### src/design/scs_pkg.sv
// Types, constants and lookup tables of the sensor consensus selector.
package scs_pkg;

    localparam int PRESS_W          = 21;
    localparam int SENSOR_MAX       = 4;
    localparam int SENSOR_COUNT_DEF = 4;
    localparam int PAIR_COUNT       = 6;
    localparam int MASK_COUNT       = 16;
    localparam int TRIPLE_COUNT     = 4;
    localparam int PIPE_DEPTH       = 4;

    typedef logic [PRESS_W-1:0] press_t;
    typedef logic [3:0]         mask_t;
    typedef logic [2:0]         count_t;

    typedef struct packed {
        press_t pressure_0;
        press_t pressure_1;
        press_t pressure_2;
        press_t pressure_3;
    } sample_t;

    typedef struct packed {
        mask_t  enabled_mask;
        count_t agreeing_count;
    } result_t;

    localparam count_t ONES_IN [MASK_COUNT] = '{
        3'd0, 3'd1, 3'd1, 3'd2, 3'd1, 3'd2, 3'd2, 3'd3,
        3'd1, 3'd2, 3'd2, 3'd3, 3'd2, 3'd3, 3'd3, 3'd4
    };

    localparam logic [1:0] PAIR_A [PAIR_COUNT] = '{2'd0, 2'd0, 2'd0, 2'd1, 2'd1, 2'd2};
    localparam logic [1:0] PAIR_B [PAIR_COUNT] = '{2'd1, 2'd2, 2'd3, 2'd2, 2'd3, 2'd3};

    localparam mask_t PAIR_MASKS [PAIR_COUNT] = '{
        4'd3, 4'd5, 4'd6, 4'd9, 4'd10, 4'd12
    };
    localparam mask_t TRIPLE_MASKS [TRIPLE_COUNT] = '{4'd7, 4'd11, 4'd13, 4'd14};
    localparam mask_t FULL_MASK = 4'd15;

    localparam count_t SIZE_NONE   = 3'd0;
    localparam count_t SIZE_PAIR   = 3'd2;
    localparam count_t SIZE_TRIPLE = 3'd3;
    localparam count_t SIZE_FULL   = 3'd4;

endpackage

### src/design/sensor_consensus_select_top.sv
// Top level of the sensor consensus selector: a four-stage subset agreement pipeline.
//
//  channel    | handshake              | payload
//  -----------+------------------------+------------------------------------
//  sample     | start, busy            | sample_t: pressure_0 .. pressure_3
//  result     | done                   | result_t: enabled_mask, agreeing_count
//  max_dev    | max_dev_we             | max_dev_wdata (21 bits)
//
//  One beat enters per cycle; its result appears on done after the last stage.
//  Stages: pairwise differences, subset spreads and limit check, best subset
//  per size, final choice by size. busy is always low.
//  Reset clears the valid bits and sets max_deviation to zero.
//  The receiver cannot stall, so nothing inside ever holds.
module sensor_consensus_select_top
    import scs_pkg::*;
#(
    parameter int SENSOR_COUNT = SENSOR_COUNT_DEF
)
(
    input  logic                clk,
    input  logic                rst_n,
    input  logic                start,
    output logic                busy,
    input  sample_t             sample,
    output logic                done,
    output result_t             result,
    input  logic                max_dev_we,
    input  logic [PRESS_W-1:0]  max_dev_wdata
);

    localparam int    SENSOR_USED = (SENSOR_COUNT > SENSOR_MAX) ? SENSOR_MAX : SENSOR_COUNT;
    localparam mask_t SENSOR_SET  = 4'((1 << SENSOR_USED) - 1);

    press_t  max_dev_reg;

    logic    s1_valid_reg;
    press_t  s1_diff_reg [PAIR_COUNT];
    press_t  s1_diff_next [PAIR_COUNT];

    logic    s2_valid_reg;
    press_t  s2_spread_reg [MASK_COUNT];
    logic    s2_surv_reg [MASK_COUNT];
    press_t  s2_spread_next [MASK_COUNT];
    logic    s2_surv_next [MASK_COUNT];

    logic    s3_valid_reg;
    logic    s3_full_reg;
    logic    s3_tri_valid_reg;
    mask_t   s3_tri_mask_reg;
    logic    s3_pair_valid_reg;
    mask_t   s3_pair_mask_reg;
    logic    s3_tri_valid_next;
    mask_t   s3_tri_mask_next;
    logic    s3_pair_valid_next;
    mask_t   s3_pair_mask_next;

    logic    done_reg;
    result_t result_reg;
    result_t result_next;

    press_t  p [SENSOR_MAX];

    assign p[0] = sample.pressure_0;
    assign p[1] = sample.pressure_1;
    assign p[2] = sample.pressure_2;
    assign p[3] = sample.pressure_3;

    always_comb
    begin
        press_t a;
        press_t b;
        for (int k = 0; k < PAIR_COUNT; k++)
        begin
            a = p[PAIR_A[k]];
            b = p[PAIR_B[k]];
            s1_diff_next[k] = (a > b) ? (a - b) : (b - a);
        end
    end

    always_comb
    begin
        mask_t  mv;
        press_t spread;
        for (int m = 0; m < MASK_COUNT; m++)
        begin
            mv     = 4'(m);
            spread = '0;
            for (int k = 0; k < PAIR_COUNT; k++)
            begin
                if (mv[PAIR_A[k]] && mv[PAIR_B[k]] && (s1_diff_reg[k] > spread))
                begin
                    spread = s1_diff_reg[k];
                end
            end
            s2_spread_next[m] = spread;
            s2_surv_next[m]   = (ONES_IN[mv] >= SIZE_PAIR) && ((mv & ~SENSOR_SET) == 4'd0)
                                && (spread <= max_dev_reg);
        end
    end

    always_comb
    begin
        press_t best_tri;
        press_t best_pair;
        mask_t  cand;
        best_tri           = '0;
        best_pair          = '0;
        s3_tri_valid_next  = 1'b0;
        s3_tri_mask_next   = '0;
        s3_pair_valid_next = 1'b0;
        s3_pair_mask_next  = '0;
        for (int c = 0; c < TRIPLE_COUNT; c++)
        begin
            cand = TRIPLE_MASKS[c];
            if (s2_surv_reg[cand] && (!s3_tri_valid_next || (s2_spread_reg[cand] < best_tri)))
            begin
                s3_tri_valid_next = 1'b1;
                s3_tri_mask_next  = cand;
                best_tri          = s2_spread_reg[cand];
            end
        end
        for (int c = 0; c < PAIR_COUNT; c++)
        begin
            cand = PAIR_MASKS[c];
            if (s2_surv_reg[cand] && (!s3_pair_valid_next || (s2_spread_reg[cand] < best_pair)))
            begin
                s3_pair_valid_next = 1'b1;
                s3_pair_mask_next  = cand;
                best_pair          = s2_spread_reg[cand];
            end
        end
    end

    always_comb
    begin
        if (s3_full_reg)
        begin
            result_next.enabled_mask   = FULL_MASK;
            result_next.agreeing_count = SIZE_FULL;
        end
        else if (s3_tri_valid_reg)
        begin
            result_next.enabled_mask   = s3_tri_mask_reg;
            result_next.agreeing_count = SIZE_TRIPLE;
        end
        else if (s3_pair_valid_reg)
        begin
            result_next.enabled_mask   = s3_pair_mask_reg;
            result_next.agreeing_count = SIZE_PAIR;
        end
        else
        begin
            result_next.enabled_mask   = '0;
            result_next.agreeing_count = SIZE_NONE;
        end
    end

    always_ff @(posedge clk or negedge rst_n)
    begin
        if (!rst_n)
        begin
            max_dev_reg  <= '0;
            s1_valid_reg <= 1'b0;
            s2_valid_reg <= 1'b0;
            s3_valid_reg <= 1'b0;
            done_reg     <= 1'b0;
        end
        else
        begin
            if (max_dev_we)
            begin
                max_dev_reg <= max_dev_wdata;
            end
            s1_valid_reg <= start && !busy;
            s2_valid_reg <= s1_valid_reg;
            s3_valid_reg <= s2_valid_reg;
            done_reg     <= s3_valid_reg;
        end
    end

    always_ff @(posedge clk)
    begin
        s1_diff_reg       <= s1_diff_next;
        s2_spread_reg     <= s2_spread_next;
        s2_surv_reg       <= s2_surv_next;
        s3_full_reg       <= s2_surv_reg[FULL_MASK];
        s3_tri_valid_reg  <= s3_tri_valid_next;
        s3_tri_mask_reg   <= s3_tri_mask_next;
        s3_pair_valid_reg <= s3_pair_valid_next;
        s3_pair_mask_reg  <= s3_pair_mask_next;
        result_reg        <= result_next;
    end

    assign busy   = 1'b0;
    assign done   = done_reg;
    assign result = result_reg;

endmodule

### config.mk
export PLATFORM = sky130hd
export DESIGN_NAME = sensor_consensus_select_top
export DESIGN_NICKNAME = d
export VERILOG_FILES = /design/src/design/scs_pkg.sv /design/src/design/sensor_consensus_select_top.sv
export SDC_FILE = /design/constraint.sdc
export NUM_CORES = 2
export LEC_CHECK = 0
export ABC_AREA = 1
export BUFFER_PORTS_ARGS = -buffer_cell sky130_fd_sc_hd__buf_2
export CAP_MARGIN = 20
export CORE_UTILIZATION = 45
export CTS_CLUSTER_DIAMETER = 200
export DETAILED_ROUTE_END_ITERATION = 6
export PLACE_DENSITY_LB_ADDON = 0.3
export SYNTH_ARGS = -nofsm -noshare
export SYNTH_HDL_FRONTEND = slang
export SYNTH_SLANG_ARGS = --single-unit
### constraint.sdc
create_clock -name clk -period 12.5 [get_ports clk]
set_clock_uncertainty 0.05 [all_clocks]
set_input_delay 2.5 -clock clk [delete_from_list [all_inputs] [get_ports clk]]
set_output_delay 2.5 -clock clk [all_outputs]
set_load 0.1 [all_outputs]
==> reports/qor.yml <==
synthesis:
  synth_edf_count: 0
  synth_area_mm2: 0.0375
  synth_seq_area_share_pct: 21.2
  synth-main-ff-cell: "dfxtp_1"
  synth-warning-count: 0
  synth.net_count: 6124
  ys_ff_latch: 390
  postSynthCellCount: 5114
  synth.avg_cell_area_um2: 7.32
  yosysUniqueCellTypes: 58
  async_flop_share_pct: 6.41
status:
  run_status: "finished, final reports clean"
sta:
  setup_viol: 0
  worstMarginPinSlew_ns: 1.12
  slew_violations: 0
  hold_viol: 0
  slew_headroom_pct: 24.2
  period_share_pct: 92.4
  clock.fmax_mhz: 86.6
  fin_crit_ns: 11.55
  finalSetupTns_ns: 0
route:
  drc: 0
  drt_iter0_drc: 3805
  wl_per_cell_um: 26.2
  ant_nets: 0
  drt_pass1_iterations: 6
  vias: 37700
  drt-total-wl_um: 164000
  viasPerCell: 6.01
clock_tree:
  cts_tree: "yes"
  clkSlewWorstSetupHoldPaths_ns: 0.06
  cts_made_buffers: 43
  clk_path_buf_depth: 3
  cts_sinks: 390
  worstSkewPairLatency_ns: 0.60
  cts-root-buf: "clkbuf_16"
  cts_max_level: 2
  hold_buffers: 0
setup_path:
  cp-start-kind: "flop"
  crit_path_end_kind: "flop"
  cp_max_fo: 40
  worstSetupPathType: "reg2reg"
  critical-path-max-stage-delay_ns: 0.37
  cp.required_ns: 12.94
  cp_common_cell: "nand2_1"
  crit_arrival_ns: 11.98
  cp_slowest_cell: "or3_1"
global_route:
  grtUsageTotal_pct: 37.7
  antenna_found_initial: 11
  grt_max_degree: 45
  grt_pass1_wl_um: 233000
  overflow: 0
  grt_pass1_vias: 35500
die:
  start_util_pct: 45.5
  die_x_um: 291
  die_area_mm2: 0.0844
  num_rows: 105
  die_y_um: 291
  coreArea_mm2: 0.0822
  ios: 118
placement:
  place_hpwl_um: 133000
  globalplace.congestion: 1.06
  numPortBuffers: 116
flow_run:
  drv_cap: 0
layout:
  drive_above_1_share_pct: 6.91
  final_nets: 6173
  most-common-layout-cells: "nand2_1 (1086), ha_1 (889), a21oi_1 (558), o21ai_0 (539), inv_1 (393)"
  syn2layout_area_growth_pct: 9.36
  largest_reg_flops: 210
  fin_util_pct: 49.8
  final_common_cell: "nand2_1"
min_path:
  hp-class: "reg2reg"
-- per-stage QoR --
stage / instances / area, µm² / setup slack, ns / hold slack, ns
floorplan: 5114 / 37500 / 1.79 / 0.260
global placement: 6179 / 39400 / 0.475 / 0.282
detailed placement: 6179 / 39400 / 0.254 / 0.286
CTS: 6257 / 40800 / 0.235 / 0.300
global route: 6266 / 41000 / -0.0411 / 0.299
finish: 6268 / 41000 / 0.953 / 0.296
-- final timing paths --
check                                      start              end  slack, ns  depth (start not counted)
worst min register to register      s2_valid_reg     s3_valid_reg       0.30                          0
max in group asynchronous                  rst_n  max_dev_reg[16]      10.20                          1
worst min-delay path                s2_valid_reg     s3_valid_reg       0.30                          0
min in group asynchronous                  rst_n     s1_valid_reg       1.83                          1
worst max register to register  s1_diff_reg[108]   s2_surv_reg[0]       0.95                         75
worst max-delay path            s1_diff_reg[108]   s2_surv_reg[0]       0.95                         75
-- layer usage --
| metal | track usage [%] | vias to the layer above | part of all wire [%] |
|---|---|---|---|
| li1 | - | 17900 | - |
| met1 | 45.4 | 17300 | 39 |
| met2 | 59.8 | 1878 | 44 |
| met3 | 7.17 | 552 | 8.7 |
| met4 | 28.1 | 14 | 8.4 |
| met5 | 0 | - | 0.055 |
-- cell usage after synthesis (4+ instances only) --
master | instances | share of area (%)
nand2_1 | 1088 | 11
ha_1 | 889 | 30
a21oi_1 | 558 | 7.5
o21ai_0 | 551 | 7.4
inv_1 | 393 | 3.9
dfxtp_1 | 365 | 20
nor2_1 | 254 | 2.5
clkbuf_1 | 227 | 2.3
o21ai_1 | 118 | 1.6
xor2_1 | 86 | 2.0
nand4_1 | 85 | 1.4
nand3_1 | 82 | 1.1
a211oi_1 | 40 | 0.80
o221ai_1 | 33 | 0.77
xnor2_1 | 28 | 0.65
mux2i_1 | 26 | 0.69
nor3_1 | 26 | 0.35
dfrtp_1 | 25 | 1.7
a31oi_1 | 19 | 0.32
o211ai_1 | 19 | 0.38
nor4_1 | 18 | 0.30
a21o_1 | 17 | 0.34
o21bai_1 | 17 | 0.34
o21a_1 | 15 | 0.30
o221a_2 | 15 | 0.45
o41ai_1 | 13 | 0.30
fa_1 | 12 | 0.64
a221oi_1 | 10 | 0.23
a2111oi_0 | 8 | 0.19
nand2_2 | 7 | 0.12
o2111ai_1 | 7 | 0.16
buf_1 | 5 | 0.050
buf_2 | 5 | 0.067
o22ai_1 | 5 | 0.084
inv_2 | 4 | 0.040
o31a_1 | 4 | 0.094
-- worst max-delay path: cells and delay by family (launching register included) --
family / cells / cell delay [ns]
AOI/OAI and AO/OA: 43 / 6.03
and+or+nand+nor: 20 / 2.22
adders and majority gates: 6 / 1.86
buffers and inverters: 6 / 0.91
DFF: 1 / 0.35
-- cell type report --
class | count | area (µm²)
antenna | 2 | 5.00
clock buffer | 56 | 1180
clock inverter | 22 | 240
fill | 8337 | 41300
inverter | 398 | 1490
multi-input combinational | 4088 | 27200
sequential | 390 | 7930
tap | 1070 | 1340
timing repair buffer | 242 | 1560
-- cells by family after synthesis --
family | after synthesis | share of synthesized area, %
buffers and inverters | 636 | 6.40
other | 1 | 0.0100
adders and majority gates | 901 | 30.3
xor gates and xnor gates | 114 | 2.67
DFF | 390 | 21.2
AOI/OAI and AO/OA | 1468 | 21.6
muxes | 27 | 0.725
and+or+nand+nor | 1577 | 17.1
-- timing repair --
item                       4_1_cts  5_1_grt
setup endpoints to repair        0        1
gates resized for setup          0       31
buffers inserted                 0        9
Power is left out: the tool's default activity adds up to more than one toggle a clock period on the data nets, which glitch-free logic cannot reach.
